[src/rtl/mcr_pkg.sv]
package mcr_pkg;

  localparam int COORD_WIDTH = 16;
  localparam int IN_WIDTH    = 16;
  localparam int OUT_WIDTH   = COORD_WIDTH + 1;
  localparam int DEC_WIDTH   = COORD_WIDTH + 2;
  localparam int COLOR_WIDTH = 32;

  localparam int QDEPTH = 2;
  localparam int QPTR_W = (QDEPTH > 1) ? $clog2(QDEPTH) : 1;
  localparam int QCNT_W = $clog2(QDEPTH + 1);

  localparam int PIX_PER_GROUP = 8;
  localparam int IDX_W         = $clog2(PIX_PER_GROUP);

  localparam logic KIND_START = 1'b0;
  localparam logic KIND_STEP  = 1'b1;

  // one group of pixels for the back end to emit
  typedef struct packed {
    logic signed [COORD_WIDTH-1:0] cx;
    logic signed [COORD_WIDTH-1:0] cy;
    logic signed [COORD_WIDTH-1:0] ox;
    logic signed [COORD_WIDTH-1:0] oy;
    logic [COLOR_WIDTH-1:0]        color;
    logic                          fin;
    logic                          single;
  } job_t;

endpackage

[src/rtl/mcr_if.sv]
interface mcr_in_if;
  logic                                  valid;
  logic                                  ready;
  logic                                  kind;
  logic signed [mcr_pkg::IN_WIDTH-1:0]   center_x;
  logic signed [mcr_pkg::IN_WIDTH-1:0]   center_y;
  logic signed [mcr_pkg::IN_WIDTH-1:0]   radius;
  logic [mcr_pkg::COLOR_WIDTH-1:0]       pixel_color;

  modport source (output valid, kind, center_x, center_y, radius, pixel_color,
                  input ready);
  modport sink (input valid, kind, center_x, center_y, radius, pixel_color,
                output ready);
endinterface

interface mcr_out_if;
  logic                                  valid;
  logic                                  ready;
  logic signed [mcr_pkg::OUT_WIDTH-1:0]  pixel_x;
  logic signed [mcr_pkg::OUT_WIDTH-1:0]  pixel_y;
  logic [mcr_pkg::COLOR_WIDTH-1:0]       out_color;
  logic                                  last;

  modport source (output valid, pixel_x, pixel_y, out_color, last, input ready);
  modport sink (input valid, pixel_x, pixel_y, out_color, last, output ready);
endinterface

[src/rtl/mcr_front.sv]
module mcr_front (
  input  logic          clk,
  input  logic          rst_n,
  mcr_in_if.sink        in_ch,
  input  logic          q_full,
  output logic          push,
  output mcr_pkg::job_t job
);

  logic                                     active_r, active_nxt;
  logic signed [mcr_pkg::COORD_WIDTH-1:0]   ctr_x_r, ctr_x_nxt;
  logic signed [mcr_pkg::COORD_WIDTH-1:0]   ctr_y_r, ctr_y_nxt;
  logic signed [mcr_pkg::COORD_WIDTH-1:0]   off_x_r, off_x_nxt;
  logic signed [mcr_pkg::COORD_WIDTH-1:0]   off_y_r, off_y_nxt;
  logic signed [mcr_pkg::DEC_WIDTH-1:0]     dec_r, dec_nxt;
  logic [mcr_pkg::COLOR_WIDTH-1:0]          color_r, color_nxt;

  logic signed [mcr_pkg::OUT_WIDTH-1:0]     x_inc, y_dec;
  logic signed [mcr_pkg::DEC_WIDTH-1:0]     d_lt, d_ge;
  logic                                     accept, rad_pos, fin;

  assign in_ch.ready = !q_full;
  assign accept      = in_ch.valid && in_ch.ready;
  assign rad_pos     = !in_ch.radius[mcr_pkg::IN_WIDTH-1] && (in_ch.radius != '0);

  // step update with unwrapped x + 1 and y - 1
  assign x_inc = mcr_pkg::OUT_WIDTH'(off_x_r) + mcr_pkg::OUT_WIDTH'(1);
  assign y_dec = mcr_pkg::OUT_WIDTH'(off_y_r) - mcr_pkg::OUT_WIDTH'(1);
  assign d_lt  = dec_r + (mcr_pkg::DEC_WIDTH'(x_inc) <<< 1) + mcr_pkg::DEC_WIDTH'(1);
  assign d_ge  = dec_r + ((mcr_pkg::DEC_WIDTH'(x_inc) - mcr_pkg::DEC_WIDTH'(y_dec)) <<< 1)
                 + mcr_pkg::DEC_WIDTH'(1);

  always_comb begin
    active_nxt = active_r;
    ctr_x_nxt  = ctr_x_r;
    ctr_y_nxt  = ctr_y_r;
    off_x_nxt  = off_x_r;
    off_y_nxt  = off_y_r;
    dec_nxt    = dec_r;
    color_nxt  = color_r;
    push       = 1'b0;
    if (accept) begin
      if (in_ch.kind == mcr_pkg::KIND_START) begin
        ctr_x_nxt = mcr_pkg::COORD_WIDTH'(in_ch.center_x);
        ctr_y_nxt = mcr_pkg::COORD_WIDTH'(in_ch.center_y);
        color_nxt = in_ch.pixel_color;
        off_x_nxt = '0;
        push      = 1'b1;
        if (rad_pos) begin
          off_y_nxt = mcr_pkg::COORD_WIDTH'(in_ch.radius);
          dec_nxt   = mcr_pkg::DEC_WIDTH'(1) - mcr_pkg::DEC_WIDTH'(in_ch.radius);
        end else begin
          off_y_nxt = '0;
          dec_nxt   = '0;
        end
      end else if (active_r) begin
        push      = 1'b1;
        off_x_nxt = x_inc[mcr_pkg::COORD_WIDTH-1:0];
        if (dec_r[mcr_pkg::DEC_WIDTH-1]) begin
          dec_nxt = d_lt;
        end else begin
          off_y_nxt = y_dec[mcr_pkg::COORD_WIDTH-1:0];
          dec_nxt   = d_ge;
        end
      end
    end
    fin = !(off_x_nxt < off_y_nxt);
    if (accept && in_ch.kind == mcr_pkg::KIND_START && !rad_pos) begin
      active_nxt = 1'b0;
    end else if (push) begin
      active_nxt = !fin;
    end
    job.cx     = ctr_x_nxt;
    job.cy     = ctr_y_nxt;
    job.ox     = off_x_nxt;
    job.oy     = off_y_nxt;
    job.color  = color_nxt;
    job.fin    = fin;
    job.single = (in_ch.kind == mcr_pkg::KIND_START) && !rad_pos;
  end

  always_ff @(posedge clk) begin
    if (!rst_n) begin
      active_r <= 1'b0;
      ctr_x_r  <= '0;
      ctr_y_r  <= '0;
      off_x_r  <= '0;
      off_y_r  <= '0;
      dec_r    <= '0;
      color_r  <= '0;
    end else begin
      active_r <= active_nxt;
      ctr_x_r  <= ctr_x_nxt;
      ctr_y_r  <= ctr_y_nxt;
      off_x_r  <= off_x_nxt;
      off_y_r  <= off_y_nxt;
      dec_r    <= dec_nxt;
      color_r  <= color_nxt;
    end
  end

endmodule

[src/rtl/mcr_queue.sv]
module mcr_queue (
  input  logic          clk,
  input  logic          rst_n,
  input  logic          push,
  input  mcr_pkg::job_t push_job,
  output logic          full,
  input  logic          pop,
  output logic          not_empty,
  output mcr_pkg::job_t head
);

  mcr_pkg::job_t                mem_r [mcr_pkg::QDEPTH];
  logic [mcr_pkg::QPTR_W-1:0]   wr_ptr_r, wr_ptr_nxt;
  logic [mcr_pkg::QPTR_W-1:0]   rd_ptr_r, rd_ptr_nxt;
  logic [mcr_pkg::QCNT_W-1:0]   cnt_r, cnt_nxt;

  assign full      = cnt_r == mcr_pkg::QCNT_W'(mcr_pkg::QDEPTH);
  assign not_empty = cnt_r != '0;
  assign head      = mem_r[rd_ptr_r];

  always_comb begin
    wr_ptr_nxt = wr_ptr_r;
    rd_ptr_nxt = rd_ptr_r;
    cnt_nxt    = cnt_r;
    if (push) begin
      wr_ptr_nxt = (wr_ptr_r == mcr_pkg::QPTR_W'(mcr_pkg::QDEPTH - 1)) ? '0
                   : wr_ptr_r + mcr_pkg::QPTR_W'(1);
    end
    if (pop) begin
      rd_ptr_nxt = (rd_ptr_r == mcr_pkg::QPTR_W'(mcr_pkg::QDEPTH - 1)) ? '0
                   : rd_ptr_r + mcr_pkg::QPTR_W'(1);
    end
    if (push && !pop) begin
      cnt_nxt = cnt_r + mcr_pkg::QCNT_W'(1);
    end else if (pop && !push) begin
      cnt_nxt = cnt_r - mcr_pkg::QCNT_W'(1);
    end
  end

  always_ff @(posedge clk) begin
    if (!rst_n) begin
      wr_ptr_r <= '0;
      rd_ptr_r <= '0;
      cnt_r    <= '0;
    end else begin
      wr_ptr_r <= wr_ptr_nxt;
      rd_ptr_r <= rd_ptr_nxt;
      cnt_r    <= cnt_nxt;
    end
  end

  always_ff @(posedge clk) begin
    if (push) begin
      mem_r[wr_ptr_r] <= push_job;
    end
  end

  a_no_overflow: assert property (@(posedge clk) disable iff (!rst_n) push |-> !full)
    else $error("queue push while full");
  a_no_underflow: assert property (@(posedge clk) disable iff (!rst_n) pop |-> not_empty)
    else $error("queue pop while empty");
  a_cnt_bound: assert property (@(posedge clk) disable iff (!rst_n)
    cnt_r <= mcr_pkg::QCNT_W'(mcr_pkg::QDEPTH))
    else $error("queue count out of range");

endmodule

[src/rtl/mcr_back.sv]
module mcr_back (
  input  logic          clk,
  input  logic          rst_n,
  input  logic          q_not_empty,
  input  mcr_pkg::job_t q_head,
  output logic          q_pop,
  mcr_out_if.source     out_ch
);

  mcr_pkg::job_t                         cur_r, cur_nxt;
  logic                                  busy_r, busy_nxt;
  logic [mcr_pkg::IDX_W-1:0]             idx_r, idx_nxt;
  logic                                  out_valid_r, out_valid_nxt;
  logic signed [mcr_pkg::OUT_WIDTH-1:0]  px_r, py_r, px, py;
  logic [mcr_pkg::COLOR_WIDTH-1:0]       color_r;
  logic                                  last_r, last_pix;
  logic signed [mcr_pkg::OUT_WIDTH-1:0]  cx, cy, a, b;
  logic                                  advance, final_pix;

  assign cx = mcr_pkg::OUT_WIDTH'(cur_r.cx);
  assign cy = mcr_pkg::OUT_WIDTH'(cur_r.cy);
  // swap offsets for the second half of the octants
  assign a  = idx_r[2] ? mcr_pkg::OUT_WIDTH'(cur_r.oy) : mcr_pkg::OUT_WIDTH'(cur_r.ox);
  assign b  = idx_r[2] ? mcr_pkg::OUT_WIDTH'(cur_r.ox) : mcr_pkg::OUT_WIDTH'(cur_r.oy);
  assign px = idx_r[0] ? cx - a : cx + a;
  assign py = idx_r[1] ? cy - b : cy + b;

  assign final_pix = cur_r.single || (idx_r == mcr_pkg::IDX_W'(mcr_pkg::PIX_PER_GROUP - 1));
  assign last_pix  = cur_r.single || (final_pix && cur_r.fin);
  assign advance   = busy_r && (!out_valid_r || out_ch.ready);
  assign q_pop     = q_not_empty && (!busy_r || (advance && final_pix));

  always_comb begin
    cur_nxt       = cur_r;
    busy_nxt      = busy_r;
    idx_nxt       = idx_r;
    out_valid_nxt = out_valid_r;
    if (out_valid_r && out_ch.ready) begin
      out_valid_nxt = 1'b0;
    end
    if (advance) begin
      out_valid_nxt = 1'b1;
      idx_nxt       = idx_r + mcr_pkg::IDX_W'(1);
      if (final_pix) begin
        busy_nxt = 1'b0;
        idx_nxt  = '0;
      end
    end
    if (q_pop) begin
      cur_nxt  = q_head;
      busy_nxt = 1'b1;
      idx_nxt  = '0;
    end
  end

  always_ff @(posedge clk) begin
    if (!rst_n) begin
      busy_r      <= 1'b0;
      idx_r       <= '0;
      out_valid_r <= 1'b0;
    end else begin
      busy_r      <= busy_nxt;
      idx_r       <= idx_nxt;
      out_valid_r <= out_valid_nxt;
    end
  end

  always_ff @(posedge clk) begin
    cur_r <= cur_nxt;
    if (advance) begin
      px_r    <= px;
      py_r    <= py;
      color_r <= cur_r.color;
      last_r  <= last_pix;
    end
  end

  assign out_ch.valid     = out_valid_r;
  assign out_ch.pixel_x   = px_r;
  assign out_ch.pixel_y   = py_r;
  assign out_ch.out_color = color_r;
  assign out_ch.last      = last_r;

  a_single_one_pixel: assert property (@(posedge clk) disable iff (!rst_n)
    (busy_r && cur_r.single) |-> idx_r == '0)
    else $error("single-pixel job past its first pixel");
  a_idle_idx_clear: assert property (@(posedge clk) disable iff (!rst_n)
    !busy_r |-> idx_r == '0)
    else $error("pixel index not cleared when idle");

endmodule

[src/rtl/midpoint_circle_rasterizer_top.sv]
// midpoint circle rasterizer
// in_ch carries items: kind start loads center, radius and color; kind step
// advances the running circle by one octant point. out_ch carries pixels with
// their color and a last flag on the final pixel of each circle.
// a start with radius zero or below gives one pixel, the center, marked last.
// a start with positive radius and every step while a circle runs give eight
// pixels; a step with no circle running is taken and gives nothing.
// the front end updates the circle state in the cycle an item is taken and
// queues one pixel group; the back end emits one pixel per cycle while
// out_ch.ready is high. the first pixel of an item passes the group queue,
// the back end's group register and the output register before it is valid.
// pixels leave through the single pixel output register; the two-entry group
// queue lets the front take the next item while the back end is still emitting.
// when out_ch.ready is low the output register holds, the back end stops and
// in_ch.ready falls once the queue is full. reset clears the circle state,
// the queue and the output valid; no pixel is pending after reset.
module midpoint_circle_rasterizer_top (
  input  logic      clk,
  input  logic      rst_n,
  mcr_in_if.sink    in_ch,
  mcr_out_if.source out_ch
);

  mcr_pkg::job_t push_job, head_job;
  logic          push, full, pop, not_empty;

  mcr_front u_front (
    .clk    (clk),
    .rst_n  (rst_n),
    .in_ch  (in_ch),
    .q_full (full),
    .push   (push),
    .job    (push_job)
  );

  mcr_queue u_queue (
    .clk       (clk),
    .rst_n     (rst_n),
    .push      (push),
    .push_job  (push_job),
    .full      (full),
    .pop       (pop),
    .not_empty (not_empty),
    .head      (head_job)
  );

  mcr_back u_back (
    .clk         (clk),
    .rst_n       (rst_n),
    .q_not_empty (not_empty),
    .q_head      (head_job),
    .q_pop       (pop),
    .out_ch      (out_ch)
  );

endmodule

[src/flat_wrapper.sv]
// flat-port wrapper written by rule: the top's interface ports become plain ports
module midpoint_circle_rasterizer_top_flat 
  (clk, rst_n, in_ch_valid, in_ch_kind, in_ch_center_x, in_ch_center_y, in_ch_radius, in_ch_pixel_color, in_ch_ready, out_ch_valid, out_ch_pixel_x, out_ch_pixel_y, out_ch_out_color, out_ch_last, out_ch_ready);
  mcr_in_if in_ch_i ();
  mcr_out_if out_ch_i ();
  input  logic clk;
  input  logic rst_n;
  input wire logic [$bits(in_ch_i.valid)-1:0] in_ch_valid;
  input wire logic [$bits(in_ch_i.kind)-1:0] in_ch_kind;
  input wire logic [$bits(in_ch_i.center_x)-1:0] in_ch_center_x;
  input wire logic [$bits(in_ch_i.center_y)-1:0] in_ch_center_y;
  input wire logic [$bits(in_ch_i.radius)-1:0] in_ch_radius;
  input wire logic [$bits(in_ch_i.pixel_color)-1:0] in_ch_pixel_color;
  output wire logic [$bits(in_ch_i.ready)-1:0] in_ch_ready;
  output wire logic [$bits(out_ch_i.valid)-1:0] out_ch_valid;
  output wire logic [$bits(out_ch_i.pixel_x)-1:0] out_ch_pixel_x;
  output wire logic [$bits(out_ch_i.pixel_y)-1:0] out_ch_pixel_y;
  output wire logic [$bits(out_ch_i.out_color)-1:0] out_ch_out_color;
  output wire logic [$bits(out_ch_i.last)-1:0] out_ch_last;
  input wire logic [$bits(out_ch_i.ready)-1:0] out_ch_ready;
  assign in_ch_i.valid = in_ch_valid;
  assign in_ch_i.kind = in_ch_kind;
  assign in_ch_i.center_x = in_ch_center_x;
  assign in_ch_i.center_y = in_ch_center_y;
  assign in_ch_i.radius = in_ch_radius;
  assign in_ch_i.pixel_color = in_ch_pixel_color;
  assign in_ch_ready = in_ch_i.ready;
  assign out_ch_valid = out_ch_i.valid;
  assign out_ch_pixel_x = out_ch_i.pixel_x;
  assign out_ch_pixel_y = out_ch_i.pixel_y;
  assign out_ch_out_color = out_ch_i.out_color;
  assign out_ch_last = out_ch_i.last;
  assign out_ch_i.ready = out_ch_ready;
  midpoint_circle_rasterizer_top u_core (.clk(clk), .rst_n(rst_n), .in_ch(in_ch_i), .out_ch(out_ch_i));
endmodule
[config.mk]
export PLATFORM = sky130hd
export DESIGN_NAME = midpoint_circle_rasterizer_top_flat
export DESIGN_NICKNAME = d
export VERILOG_FILES = /design/src/rtl/mcr_pkg.sv /design/src/rtl/mcr_if.sv /design/src/rtl/mcr_front.sv /design/src/rtl/mcr_queue.sv /design/src/rtl/mcr_back.sv /design/src/rtl/midpoint_circle_rasterizer_top.sv /design/src/flat_wrapper.sv
export SDC_FILE = /design/constraint.sdc
export NUM_CORES = 1
export LEC_CHECK = 0
export BUFFER_PORTS_ARGS = -buffer_cell sky130_fd_sc_hd__buf_2
export CAP_MARGIN = 20
export CORE_MARGIN = 2
export CORE_UTILIZATION = 61
export DETAILED_ROUTE_END_ITERATION = 6
export PLACE_DENSITY_LB_ADDON = 0.25
export REMOVE_ABC_BUFFERS = 1
export SETUP_SLACK_MARGIN = 0.02
export SYNTH_ARGS = -nofsm -noshare
export SYNTH_HDL_FRONTEND = slang
export SYNTH_SLANG_ARGS = --single-unit
[constraint.sdc]
create_clock -name clk -period 7.2 [get_ports clk]
set_input_delay 1.44 -clock clk [delete_from_list [all_inputs] [get_ports clk]]
set_output_delay 1.44 -clock clk [all_outputs]
set_load 0.05 [all_outputs]
# Yosys cells after proc, flatten, opt, wreduce, memory -nomap -nowiden
# Memories as Yosys holds them, arrays and structs flattened. A register that Yosys moved wholly into a read port is not among the register bits.
# Cells that the tools add are included.
# Widths: inputs -> output; s select.
[classes]
addsub = 17
magnitude_cmp = 1
eq_ne = 3
n_bitwise = 2
mux = 37
reduce_logical = 34
[ops]
columns = ["operator", "n"]
rows = [
  ["$mux 16", 12],
  ["$mux 18", 4],
  ["$mux 17", 4],
  ["$mux 32", 2],
  ["$add 18x18->18", 2],
  ["$add 18x2->18 const B", 2],
  ["$add 16x17->17", 2],
  ["$sub 16x17->17", 2],
  ["$add 16x2->17 const B", 1],
  ["$sub 16x2->17 const B", 1],
  ["$sub 17x17->17", 1],
  ["$sub 2x16->17 const A", 1],
  ["$lt 16x16->1", 1],
  ["$reduce_bool 16->1", 1],
  ["$logic_and 1x1->1", 12],
  ["$mux 1", 12],
  ["$reduce_bool 2->1", 5],
  ["$logic_not 1->1", 8],
  ["$logic_or 1x1->1", 4],
  ["$mux 2", 2],
  ["$reduce_and 2->1", 2],
  ["$reduce_or 2->1", 2],
  ["$add 3x1->3 const B", 1],
  ["$eq 3x3->1 const B", 1],
  ["other kinds (7)", 9],
]
[totals]
register_bits = 191
wordCells = 112
mem_bits_rw = 196
memories = 1
out_inout_bits = 69
[mem_list]
columns = ["memory", "words", "width", "rd", "rd_clocked_by_memory_dff", "wr", "line", "rtl"]
rows = [
  ["u_core.u_queue.mem_r", 2, 98, 1, 1, 1, "mcr_queue.sv:12", "mcr_pkg::job_t mem_r [mcr_pkg::QDEPTH];"],
]

# Logic depth before layout (Yosys ltp)
# Gate-level depths: netlist (run 1).
[depth]
word_depth = 9
mapped_depth = 24

# Hierarchy
# A second synthesis (run 1) with hierarchy kept.
[hier_totals]
hier_cells = 1915
area_unflattened_um2 = 23674.0
[modules_own_cells]
columns = ["module", "area_each_um2", "cells_per_inst", "seq_area_each_um2", "n_inst"]
rows = [
  ["mcr_front", 8436.8, 1021, 2302.2, 1],
  ["mcr_back", 7873.8, 567, 5054.8, 1],
  ["mcr_queue", 7363.3, 327, 5985.7, 1],
]

# Worst setup path after synthesis (run 1)
# No wires, ideal clock.
[synth_path]
kind = "input -> register"
startpoint = "input in_ch_kind"
endpoint = "memory u_core.u_queue.mem_r[0][0] in the netlist's numbering (enable)"
n_path_buf = 2
cell_stages = 5
required_ns = 6.642
arrival_time_ns = 6.176
setup_ns = 0.558
path_slack_ns = 0.467
cell_sequence = "clkbuf_1 > inv_1 > o21ai_0 > clkbuf_1 > nor2_1"
[synth_via]
elab_chain_len = 4
[synth_lines]
columns = ["item", "line", "rtl"]
rows = [
  ["start: declaration", "flat_wrapper.sv:9", "input wire logic [$bits(in_ch_i.kind)-1:0] in_ch_kind;"],
  ["$mux 1", "mcr_front.sv:43", "if (in_ch.kind == mcr_pkg::KIND_START) begin"],
  ["$mux 1", "mcr_front.sv:42", "if (accept) begin"],
  ["$mux 1", "mcr_queue.sv:53", "if (push) begin"],
  ["$mux 1 (not written as such)", "mcr_queue.sv:54", "mem_r[wr_ptr_r] <= push_job;"],
  ["end: declaration", "mcr_queue.sv:12", ""],
]
# Every way passes these cells.

# Worst setup path after layout (run 1)
[layout_path]
startpoint = "register u_core.u_front.off_y_r[0] in the netlist's numbering"
endpoint = "register u_core.u_front.dec_r[17] in the netlist's numbering"
[layout_via]
elab_chain_len = 7
[layout_lines]
columns = ["item", "line", "rtl"]
rows = [
  ["start: declaration", "mcr_front.sv:14", "logic signed [mcr_pkg::COORD_WIDTH-1:0] off_y_r, off_y_nxt;"],
  ["start signal: assignment", "mcr_front.sv:96", "off_y_r <= off_y_nxt;"],
  ["$sub 16x2->17", "mcr_front.sv:28", "assign y_dec = mcr_pkg::OUT_WIDTH'(off_y_r) - mcr_pkg::OUT_WIDTH'(1);"],
  ["$sub 17x17->17", "mcr_front.sv:30", "assign d_ge = dec_r + ((mcr_pkg::DEC_WIDTH'(x_inc) - mcr_pkg::DEC_WIDTH'(y_dec)) <<< 1)"],
  ["$add 18x18->18", "mcr_front.sv:30", ""],
  ["$add 18x2->18", "mcr_front.sv:31", "+ mcr_pkg::DEC_WIDTH'(1);"],
  ["$mux 18", "mcr_front.sv:59", "if (dec_r[mcr_pkg::DEC_WIDTH-1]) begin"],
  ["$mux 18", "mcr_front.sv:56", "end else if (active_r) begin"],
  ["$mux 18", "mcr_front.sv:43", ""],
  ["end signal: assignment", "mcr_front.sv:97", "dec_r <= dec_nxt;"],
  ["end: declaration", "mcr_front.sv:15", "logic signed [mcr_pkg::DEC_WIDTH-1:0] dec_r, dec_nxt;"],
]
# Every way passes these cells. The select of a mux whose other input is x is not followed.
# A chain may end at the register's enable or synchronous reset.

==> flow_results.xml, run 1 <==
<?xml version="1.0" encoding="UTF-8"?>
<metrics>
  <group name="run_status">
    <metric name="run_status" unit="">finished, final reports clean</metric>
  </group>
  <group name="worst_setup_path">
    <metric name="setup.worst_path.class" unit="">reg -&gt; reg</metric>
    <metric name="maximum_single_stage_delay_on_the_critical_path" unit="ns">0.49</metric>
    <metric name="startpoint" unit="">u_core.u_front.off_y_r[0]</metric>
    <metric name="critical_path.endpoint" unit="">u_core.u_front.dec_r[17]</metric>
    <metric name="crit_arrival" unit="ns">6.16</metric>
    <metric name="critPathRequiredTime" unit="ns">7.65</metric>
    <metric name="timing.critical_path.slowest_stage_cell" unit="">sky130_fd_sc_hd__or3b_2</metric>
    <metric name="timing.critical_path.fanout_max" unit="">7</metric>
    <metric name="critical_path_cell_sequence" unit="">inv_1 -&gt; ha_1 -&gt; or3b_2 -&gt; nor3_1 -&gt; nand2_1 -&gt; nor3_1 -&gt; xnor2_1 -&gt; ha_1 -&gt; nand2_1 -&gt; nor2_1 -&gt; nand2_1 -&gt; a211oi_1 -&gt; nor3_1 -&gt; or3_1 -&gt; xnor2_1 -&gt; ha_1 -&gt; a21oi_1 -&gt; o32ai_1 -&gt; a211o_1 -&gt; a21oi_1 -&gt; xnor3_1 -&gt; nand2_1 -&gt; a31oi_1</metric>
    <metric name="r2r.worst_path.cells" unit="">23</metric>
    <metric name="regToRegSetupSlack" unit="ns">1.49</metric>
    <metric name="path_common_cell" unit="">sky130_fd_sc_hd__nand2_1</metric>
    <metric name="crit-reg2reg-capture" unit="">u_core.u_front.dec_r[17]</metric>
    <metric name="worst_setup_path_start_kind" unit="">flop</metric>
    <metric name="endpoint_kind" unit="">flop</metric>
    <metric name="r2r-start" unit="">u_core.u_front.off_y_r[0]</metric>
  </group>
  <group name="cts">
    <metric name="worst_setup_hold_path_clk_slew" unit="ns">0.06</metric>
    <metric name="post_cts_resize_count" unit="">0</metric>
    <metric name="ctsHoldBuffers" unit="">0</metric>
    <metric name="clockBufferDepth" unit="">3</metric>
    <metric name="cts_buffers" unit="">49</metric>
    <metric name="postCtsSetupBuffers" unit="">0</metric>
    <metric name="clock_sink_count" unit="">485</metric>
    <metric name="clock_tree.root_cell" unit="">sky130_fd_sc_hd__clkbuf_16</metric>
    <metric name="tritoncts" unit="">done</metric>
    <metric name="cts.htree.levels" unit="">2</metric>
    <metric name="clk-insertion-delay-late" unit="ns">0.60</metric>
  </group>
  <group name="route">
    <metric name="drt_drc_violations_left" unit="">0</metric>
    <metric name="drt_pre_antenna_iters" unit="">5</metric>
    <metric name="first_iter_violations" unit="">1145</metric>
    <metric name="finalWirelength" unit="um">52300</metric>
    <metric name="drt-wirelength-per-cell" unit="um">19.2</metric>
    <metric name="antenna_violating_nets_post_route" unit="">0</metric>
    <metric name="vias" unit="">15800</metric>
    <metric name="drt-vias-per-instance" unit="">5.79</metric>
  </group>
  <group name="die">
    <metric name="fp.dieH" unit="um">199</metric>
    <metric name="initial_utilization" unit="">0.619</metric>
    <metric name="boundaryPins" unit="">154</metric>
    <metric name="core_region_area" unit="um^2">37700</metric>
    <metric name="dieArea" unit="um^2">39800</metric>
    <metric name="die_span_x" unit="um">199</metric>
    <metric name="std_cell_rows" unit="">71</metric>
  </group>
  <group name="finish">
    <metric name="final_nets" unit="">2368</metric>
    <metric name="finish.instance_area" unit="um^2">26100</metric>
    <metric name="synthToLayoutAreaGrowth" unit="%">12.2</metric>
    <metric name="stdcell_count" unit="">2724</metric>
    <metric name="drive_above_1_share" unit="">0.161</metric>
    <metric name="diodes_inserted" unit="">0</metric>
    <metric name="layout.core_utilization" unit="">0.694</metric>
  </group>
  <group name="pwr">
    <metric name="power.combinational.fraction" unit="">0.378</metric>
    <metric name="pd_cells" unit="nW/um^2">414</metric>
    <metric name="power_frac_clock" unit="">0.229</metric>
    <metric name="power.leakage" unit="nW">10.2</metric>
    <metric name="power_frac_seq" unit="">0.393</metric>
    <metric name="peakVddDrop" unit="mV">0.236</metric>
    <metric name="p_total" unit="mW">10.8</metric>
    <metric name="internal_portion_of_total_power" unit="mW">6.86</metric>
    <metric name="total_switching_power" unit="mW">3.96</metric>
    <metric name="switching_share" unit="">0.366</metric>
  </group>
  <group name="synth">
    <metric name="syn_avg_cell_area" unit="um^2">11.5</metric>
    <metric name="synth_largest_type_area_fraction" unit="">0.465</metric>
    <metric name="postSynth.asyncResetShare" unit="">0</metric>
    <metric name="count_leader_synth" unit="">sky130_fd_sc_hd__edfxtp_1</metric>
    <metric name="synth-edff-count" unit="">361</metric>
    <metric name="yosys.area.top_type" unit="">sky130_fd_sc_hd__edfxtp_1</metric>
    <metric name="yosys_warnings" unit="">0</metric>
    <metric name="seq_area_frac_synth" unit="">0.572</metric>
    <metric name="netlist_area" unit="um^2">23300</metric>
    <metric name="post_synth_num_cell_types" unit="">72</metric>
    <metric name="yosys_most_used_dff" unit="">sky130_fd_sc_hd__edfxtp_1</metric>
    <metric name="synth.ff_latch_count" unit="">485</metric>
    <metric name="postSynthCellCount" unit="">2027</metric>
    <metric name="yosys-top-cells-area" unit="">sky130_fd_sc_hd__edfxtp_1, sky130_fd_sc_hd__dfxtp_1, sky130_fd_sc_hd__ha_1</metric>
    <metric name="synth.top_cells.by_count" unit="">sky130_fd_sc_hd__edfxtp_1, sky130_fd_sc_hd__nand2_1, sky130_fd_sc_hd__nor2_1</metric>
  </group>
  <group name="global_routing">
    <metric name="global_route.overflow_total" unit="">0</metric>
    <metric name="global_route_wire_length_before_repair" unit="um">81100</metric>
    <metric name="grt_max_degree" unit="">87</metric>
    <metric name="number_of_global_route_vias_before_repair" unit="">15400</metric>
    <metric name="initial_antenna_violation_count" unit="">0</metric>
    <metric name="globalRouteTotalUtil" unit="">0.264</metric>
  </group>
  <group name="placement">
    <metric name="gpl.final_weighted_congestion" unit="">0.916</metric>
    <metric name="numPlacedInstances" unit="">2631</metric>
    <metric name="post-place-ws" unit="ns">1.29</metric>
    <metric name="post_dp_cell_area" unit="um^2">24600</metric>
    <metric name="dp_hpwl" unit="um">35100</metric>
    <metric name="io_buffers" unit="">153</metric>
  </group>
  <group name="timing">
    <metric name="tns" unit="ns">0</metric>
    <metric name="min_period_over_period" unit="">0.793</metric>
    <metric name="setup-violations-final" unit="">0</metric>
    <metric name="fin_worst_hold_slack" unit="ns">0.418</metric>
    <metric name="worst_clock_skew" unit="ns">0.0195</metric>
    <metric name="relSlewSlack" unit="">0.291</metric>
    <metric name="tightestPinTransition" unit="ns">1.06</metric>
    <metric name="final_hold_viol_count" unit="">0</metric>
    <metric name="fmax" unit="GHz">0.175</metric>
    <metric name="post-route-min-period" unit="ns">5.71</metric>
    <metric name="worst_slack" unit="ns">1.49</metric>
    <metric name="count_of_pins_over_their_slew_limit" unit="">0</metric>
    <metric name="setup_repair_after_global_routing_missed_its_margin" unit="">false</metric>
  </group>
  <group name="run">
    <metric name="maxCapViolCount" unit="">0</metric>
  </group>
  <group name="worst_hold_path">
    <metric name="hold_class" unit="">reg -&gt; reg</metric>
  </group>
</metrics>
[worst min-delay path by stage]
stage / start / slack, ns / cells past startpoint / endpoint
floorplan: u_core.u_back.cur_r[2] / 0.40 / 0 / u_core.u_back.out_ch.out_color[0]
global placement: u_core.u_back.cur_r[9] / 0.40 / 0 / u_core.u_back.out_ch.out_color[7]
detailed placement: u_core.u_back.cur_r[8] / 0.40 / 0 / u_core.u_back.out_ch.out_color[6]
CTS: u_core.u_back.cur_r[28] / 0.41 / 0 / u_core.u_back.out_ch.out_color[26]
global route: u_core.u_back.cur_r[13] / 0.42 / 0 / u_core.u_back.out_ch.out_color[11]
finish: u_core.u_back.cur_r[28] / 0.42 / 0 / u_core.u_back.out_ch.out_color[26]
[state kept, by name, summed over array words and instances (netlist names), 17 cells and up]
register,count
u_core.u_back.out_ch.pixel_y,17
u_core.u_front.dec_r,18
u_core.u_front.color_r,32
u_core.u_queue.mem_r,196
u_core.u_back.out_ch.pixel_x,17
u_core.u_back.cur_r,98
u_core.u_back.out_ch.out_color,32
[power by group through the flow]
stage / clock [mW] / combinational (mW) / sequential, mW
floorplan: 0 / 2.53 / 4.82
global placement: 0 / 3.91 / 4.28
detailed placement: 0 / 4.04 / 4.31
CTS: 2.51 / 4.07 / 4.26
global route: 2.63 / 4.47 / 4.32
finish: 2.48 / 4.09 / 4.26
[routing by layer]
metal,routed length [um],track usage
met1,22000,0.346
met2,25900,0.456
met3,3160,0.0454
met4,1260,0.0719
met5,0,0
[placed cells by master (no fill, tap or decap), types with 8 or more instances in the layout]
| master | n |
|---|---|
| sky130_fd_sc_hd__o21a_1 | 16 |
| sky130_fd_sc_hd__nor2_1 | 127 |
| sky130_fd_sc_hd__nor3_1 | 41 |
| sky130_fd_sc_hd__dfxtp_1 | 122 |
| sky130_fd_sc_hd__edfxtp_1 | 361 |
| sky130_fd_sc_hd__mux2_2 | 99 |
| sky130_fd_sc_hd__nand2b_1 | 14 |
| sky130_fd_sc_hd__and3_1 | 18 |
| sky130_fd_sc_hd__a211oi_1 | 12 |
| sky130_fd_sc_hd__clkinv_1 | 8 |
| sky130_fd_sc_hd__inv_1 | 61 |
| sky130_fd_sc_hd__nor4_1 | 10 |
| sky130_fd_sc_hd__xor2_1 | 62 |
| sky130_fd_sc_hd__clkbuf_16 | 50 |
| sky130_fd_sc_hd__buf_4 | 15 |
| sky130_fd_sc_hd__and2_1 | 95 |
| sky130_fd_sc_hd__buf_2 | 153 |
| sky130_fd_sc_hd__a31oi_1 | 14 |
| sky130_fd_sc_hd__nand2_1 | 277 |
| sky130_fd_sc_hd__a221oi_1 | 9 |
| sky130_fd_sc_hd__o21ai_0 | 88 |
| sky130_fd_sc_hd__nand4_1 | 9 |
| sky130_fd_sc_hd__nand3_1 | 20 |
| sky130_fd_sc_hd__clkbuf_1 | 17 |
| sky130_fd_sc_hd__ha_1 | 106 |
| sky130_fd_sc_hd__xnor2_1 | 74 |
| sky130_fd_sc_hd__nor2b_1 | 22 |
| sky130_fd_sc_hd__a21boi_0 | 8 |
| sky130_fd_sc_hd__a21o_1 | 26 |
| sky130_fd_sc_hd__mux2i_1 | 32 |
| sky130_fd_sc_hd__a21oi_1 | 111 |
| sky130_fd_sc_hd__o22ai_1 | 8 |
| sky130_fd_sc_hd__nor3b_1 | 8 |
[kinds of logic (layout without fill, tap and decap cells)]
group,Yosys count,count (layout),synth area share
AO/OA/AOI/OAI,355,355,0.0944
flip-flops,485,485,0.572
multiplexers,131,131,0.0616
XOR/XNOR,137,137,0.0521
adder cells (fa/ha/maj),111,111,0.0612
buffers and inverters,139,325,0.0228
AND/OR/NAND/NOR,669,669,0.136
[critical path, delay by kind of cell (launching register included)]
family          cells  cell delay (ns)
simple gates       10             2.27
compound gates      6             1.17
fa+ha+maj           3             0.93
xor+xnor            3             0.70
flops               1             0.38
buf+inv             1             0.14
[area by class of cell]
type | count | area [um^2]
Clock buffer | 73 | 1400
Fill cell | 2725 | 11500
Inverter | 63 | 240
Multi-Input combinational cell | 1403 | 9460
Timing Repair Buffer | 170 | 903
Clock inverter | 19 | 170
Tap cell | 511 | 639
Sequential cell | 485 | 13300
Note: power is estimated with default switching activity, not from simulation.
==> run 2, diff against run 1 <==
--- a/config.mk
+++ b/config.mk
@@ -5,10 +5,11 @@
 export SDC_FILE = /design/constraint.sdc
 export NUM_CORES = 1
 export LEC_CHECK = 0
+export ABC_AREA = 1
 export BUFFER_PORTS_ARGS = -buffer_cell sky130_fd_sc_hd__buf_2
 export CAP_MARGIN = 20
 export CORE_MARGIN = 2
-export CORE_UTILIZATION = 61
+export CORE_UTILIZATION = 55
 export DETAILED_ROUTE_END_ITERATION = 6
 export PLACE_DENSITY_LB_ADDON = 0.25
 export REMOVE_ABC_BUFFERS = 1
==> constraint.sdc (replaced) <==
create_clock -name clk -period 5 [get_ports clk]
set_input_delay 1 -clock clk [delete_from_list [all_inputs] [get_ports clk]]
set_output_delay 1 -clock clk [all_outputs]
set_load 0.05 [all_outputs]
==> run 2 against run 1 <==
- clock skew decreased by 0.0064 ns
- clock-buffer cell count down 14
- largest power group is now combinational logic
- register-to-register slack lost 0.97 ns
- die area grew 13%
- sequential share of layout area down 1.3 points
- synthesized cell count is 24% higher
- fmax rose by 27%
- sequential cell count did not move
==> flow_results.xml, run 2 <==
<?xml version="1.0" encoding="UTF-8"?>
<metrics>
  <group name="synth">
    <metric name="postSynthCellCount" unit="">2504</metric>
    <metric name="yosys.area.top_type" unit="">sky130_fd_sc_hd__edfxtp_1</metric>
    <metric name="netlist_area" unit="um^2">23800</metric>
    <metric name="synth-edff-count" unit="">361</metric>
    <metric name="post_synth_num_cell_types" unit="">54</metric>
    <metric name="synth_largest_type_area_fraction" unit="">0.455</metric>
    <metric name="synth.ff_latch_count" unit="">485</metric>
    <metric name="synth.top_cells.by_count" unit="">sky130_fd_sc_hd__nand2_1, sky130_fd_sc_hd__edfxtp_1, sky130_fd_sc_hd__inv_1</metric>
    <metric name="postSynth.asyncResetShare" unit="">0</metric>
    <metric name="syn_avg_cell_area" unit="um^2">9.52</metric>
    <metric name="yosys_most_used_dff" unit="">sky130_fd_sc_hd__edfxtp_1</metric>
    <metric name="seq_area_frac_synth" unit="">0.559</metric>
    <metric name="yosys_warnings" unit="">0</metric>
    <metric name="yosys-top-cells-area" unit="">sky130_fd_sc_hd__edfxtp_1, sky130_fd_sc_hd__dfxtp_1, sky130_fd_sc_hd__nand2_1</metric>
    <metric name="count_leader_synth" unit="">sky130_fd_sc_hd__nand2_1</metric>
  </group>
  <group name="cts">
    <metric name="cts_buffers" unit="">49</metric>
    <metric name="clock_sink_count" unit="">485</metric>
    <metric name="ctsHoldBuffers" unit="">0</metric>
    <metric name="cts.htree.levels" unit="">2</metric>
    <metric name="clock_tree.root_cell" unit="">sky130_fd_sc_hd__clkbuf_16</metric>
    <metric name="clockBufferDepth" unit="">3</metric>
    <metric name="postCtsSetupBuffers" unit="">0</metric>
    <metric name="post_cts_resize_count" unit="">0</metric>
    <metric name="clk-insertion-delay-late" unit="ns">0.58</metric>
    <metric name="tritoncts" unit="">done</metric>
    <metric name="worst_setup_hold_path_clk_slew" unit="ns">0.06</metric>
  </group>
  <group name="finish">
    <metric name="final_nets" unit="">2846</metric>
    <metric name="synthToLayoutAreaGrowth" unit="%">12.6</metric>
    <metric name="diodes_inserted" unit="">0</metric>
    <metric name="layout_commonest_cell" unit="">sky130_fd_sc_hd__nand2_1</metric>
    <metric name="largest_register" unit="">u_core.u_queue.mem_r</metric>
    <metric name="drive_above_1_share" unit="">0.113</metric>
    <metric name="finish.instance_area" unit="um^2">26800</metric>
    <metric name="biggest_regs" unit="">u_core.u_queue.mem_r x196, u_core.u_back.cur_r x98</metric>
    <metric name="final_cell_mix" unit="">sky130_fd_sc_hd__nand2_1, sky130_fd_sc_hd__edfxtp_1, sky130_fd_sc_hd__inv_1</metric>
    <metric name="largest_reg_flops" unit="">196</metric>
  </group>
  <group name="route">
    <metric name="drt_drc_violations_left" unit="">0</metric>
    <metric name="drt_pre_antenna_iters" unit="">5</metric>
    <metric name="vias" unit="">17700</metric>
    <metric name="antenna_violating_nets_post_route" unit="">0</metric>
    <metric name="drt-wirelength-per-cell" unit="um">17.5</metric>
    <metric name="finalWirelength" unit="um">57300</metric>
    <metric name="drt-vias-per-instance" unit="">5.42</metric>
    <metric name="first_iter_violations" unit="">1388</metric>
  </group>
  <group name="pwr">
    <metric name="peakVddDrop" unit="mV">0.442</metric>
    <metric name="switching_share" unit="">0.414</metric>
    <metric name="p_total" unit="mW">18.1</metric>
    <metric name="pd_cells" unit="nW/um^2">674</metric>
    <metric name="internal_portion_of_total_power" unit="mW">10.6</metric>
    <metric name="power.combinational.fraction" unit="">0.442</metric>
    <metric name="power.leakage" unit="nW">11.5</metric>
    <metric name="power_frac_clock" unit="">0.201</metric>
    <metric name="power_frac_seq" unit="">0.357</metric>
    <metric name="total_switching_power" unit="mW">7.48</metric>
  </group>
  <group name="die">
    <metric name="initial_utilization" unit="">0.556</metric>
    <metric name="dieArea" unit="um^2">45000</metric>
    <metric name="std_cell_rows" unit="">76</metric>
    <metric name="die_span_x" unit="um">212</metric>
    <metric name="boundaryPins" unit="">154</metric>
    <metric name="fp.dieH" unit="um">212</metric>
    <metric name="core_region_area" unit="um^2">42900</metric>
  </group>
  <group name="timing">
    <metric name="worst_clock_skew" unit="ns">0.0131</metric>
    <metric name="post-route-min-period" unit="ns">4.48</metric>
    <metric name="relSlewSlack" unit="">0.262</metric>
    <metric name="count_of_pins_over_their_slew_limit" unit="">0</metric>
    <metric name="setup_repair_after_global_routing_missed_its_margin" unit="">false</metric>
    <metric name="min_period_over_period" unit="">0.896</metric>
    <metric name="tightestPinTransition" unit="ns">1.11</metric>
    <metric name="final_hold_viol_count" unit="">0</metric>
    <metric name="fmax" unit="GHz">0.223</metric>
    <metric name="setup-violations-final" unit="">0</metric>
  </group>
  <group name="worst_setup_path">
    <metric name="timing.critical_path.slowest_stage_cell" unit="">sky130_fd_sc_hd__dfxtp_1</metric>
    <metric name="path_common_cell" unit="">sky130_fd_sc_hd__nand2_1</metric>
    <metric name="timing.critical_path.fanout_max" unit="">5</metric>
    <metric name="worst_setup_path_start_kind" unit="">flop</metric>
    <metric name="crit_arrival" unit="ns">4.99</metric>
    <metric name="endpoint_kind" unit="">flop</metric>
    <metric name="setup.worst_path.class" unit="">reg -&gt; reg</metric>
    <metric name="maximum_single_stage_delay_on_the_critical_path" unit="ns">0.40</metric>
    <metric name="critPathRequiredTime" unit="ns">5.51</metric>
    <metric name="timing.critical_path.buf_inv" unit="">3</metric>
    <metric name="family_with_the_most_delay_on_the_worst_path" unit="">simple AND/OR/NAND/NOR gates</metric>
  </group>
  <group name="global_routing">
    <metric name="number_of_global_route_vias_before_repair" unit="">17200</metric>
    <metric name="global_route.overflow_total" unit="">0</metric>
    <metric name="global_route_wire_length_before_repair" unit="um">90300</metric>
    <metric name="grt_max_degree" unit="">106</metric>
    <metric name="initial_antenna_violation_count" unit="">0</metric>
    <metric name="globalRouteTotalUtil" unit="">0.258</metric>
  </group>
  <group name="placement">
    <metric name="post_dp_cell_area" unit="um^2">25200</metric>
    <metric name="gpl.final_weighted_congestion" unit="">0.970</metric>
    <metric name="io_buffers" unit="">153</metric>
    <metric name="dp_hpwl" unit="um">40600</metric>
  </group>
  <group name="worst_hold_path">
    <metric name="hold_class" unit="">reg -&gt; reg</metric>
  </group>
  <group name="run">
    <metric name="maxCapViolCount" unit="">0</metric>
  </group>
  <group name="run_status">
    <metric name="run_status" unit="">finished, final reports clean</metric>
  </group>
</metrics>
-- run 2: cell count changes after synthesis, moves of 60 or more --
cell	change
sky130_fd_sc_hd__nor2_1	+75
sky130_fd_sc_hd__and2_1	-96
sky130_fd_sc_hd__mux2_2	-99
sky130_fd_sc_hd__nand2_1	+293
sky130_fd_sc_hd__a21oi_1	+116
sky130_fd_sc_hd__inv_1	+217
sky130_fd_sc_hd__a211oi_1	+60
-- run 2: final timing paths --
kind              cells past startpoint  slack, ns                            endpoint                      start
hold / removal                        0       0.42  u_core.u_back.out_ch.out_color[23]    u_core.u_back.cur_r[25]
setup / recovery                     28       0.52            u_core.u_front.dec_r[17]  u_core.u_front.off_x_r[0]
setup reg to reg                     28       0.52            u_core.u_front.dec_r[17]  u_core.u_front.off_x_r[0]
hold reg to reg                       0       0.42  u_core.u_back.out_ch.out_color[23]    u_core.u_back.cur_r[25]
-- run 2: per-layer routing --
metal | vias up | global-route usage | routed length [um]
li1 | 8798 | - | -
met1 | 8307 | 0.333 | 24300
met2 | 525 | 0.437 | 27700
met3 | 118 | 0.0372 | 3190
met4 | 0 | 0.104 | 2140
met5 | - | 0 | 0
-- run 2: cell families after synthesis --
group	synth area share
adder cells (fa/ha/maj)	0.0598
AND/OR/NAND/NOR	0.152
buffers and inverters	0.0600
AO/OA/AOI/OAI	0.129
XOR/XNOR	0.0408
flip-flops	0.559
-- run 2: power by group through the flow --
stage               clock network, mW  registers, mW  logic [mW]
global placement                    0           6.50        7.78
global route                     3.87           6.54        8.95
detailed placement                  0           6.53        7.94
CTS                              3.70           6.45        8.00
finish                           3.64           6.45        7.99
floorplan                           0           7.34        4.95
-- run 2: stage by stage --
| stage | hold slack (ns) | utilization | std cells | TNS, ns | setup WS (ns) |
|---|---|---|---|---|---|
| finish | 0.417 | 0.626 | 3276 | 0 | 0.520 |
| global route | 0.424 | 0.626 | 3276 | 0 | 0.0371 |
| CTS | 0.419 | 0.626 | 3276 | 0 | 0.432 |
| detailed placement | 0.405 | 0.588 | 3184 | 0 | 0.474 |
| global placement | 0.401 | 0.588 | 3184 | 0 | 0.503 |
| floorplan | 0.400 | - | 2423 | -583.64 | -2.63 |
-- run 2: area by class of cell --
type / instances / area, um^2
Clock inverter: 33 / 262
Timing Repair Buffer: 176 / 963
Clock buffer: 59 / 1350
Inverter: 292 / 1100
Tap cell: 585 / 732
Multi-Input combinational cell: 1646 / 9110
Sequential cell: 485 / 13300
Fill cell: 3520 / 16000
-- run 2: worst register-to-register path, delay by kind of cell (launching register included) --
kind / cells / cell delay, ns
adder cells (fa/ha/maj): 3 / 0.94
AO/OA/AOI/OAI: 6 / 1.02
AND/OR/NAND/NOR: 14 / 1.52
flip-flops: 1 / 0.40
XOR/XNOR: 2 / 0.30
buffers and inverters: 3 / 0.22
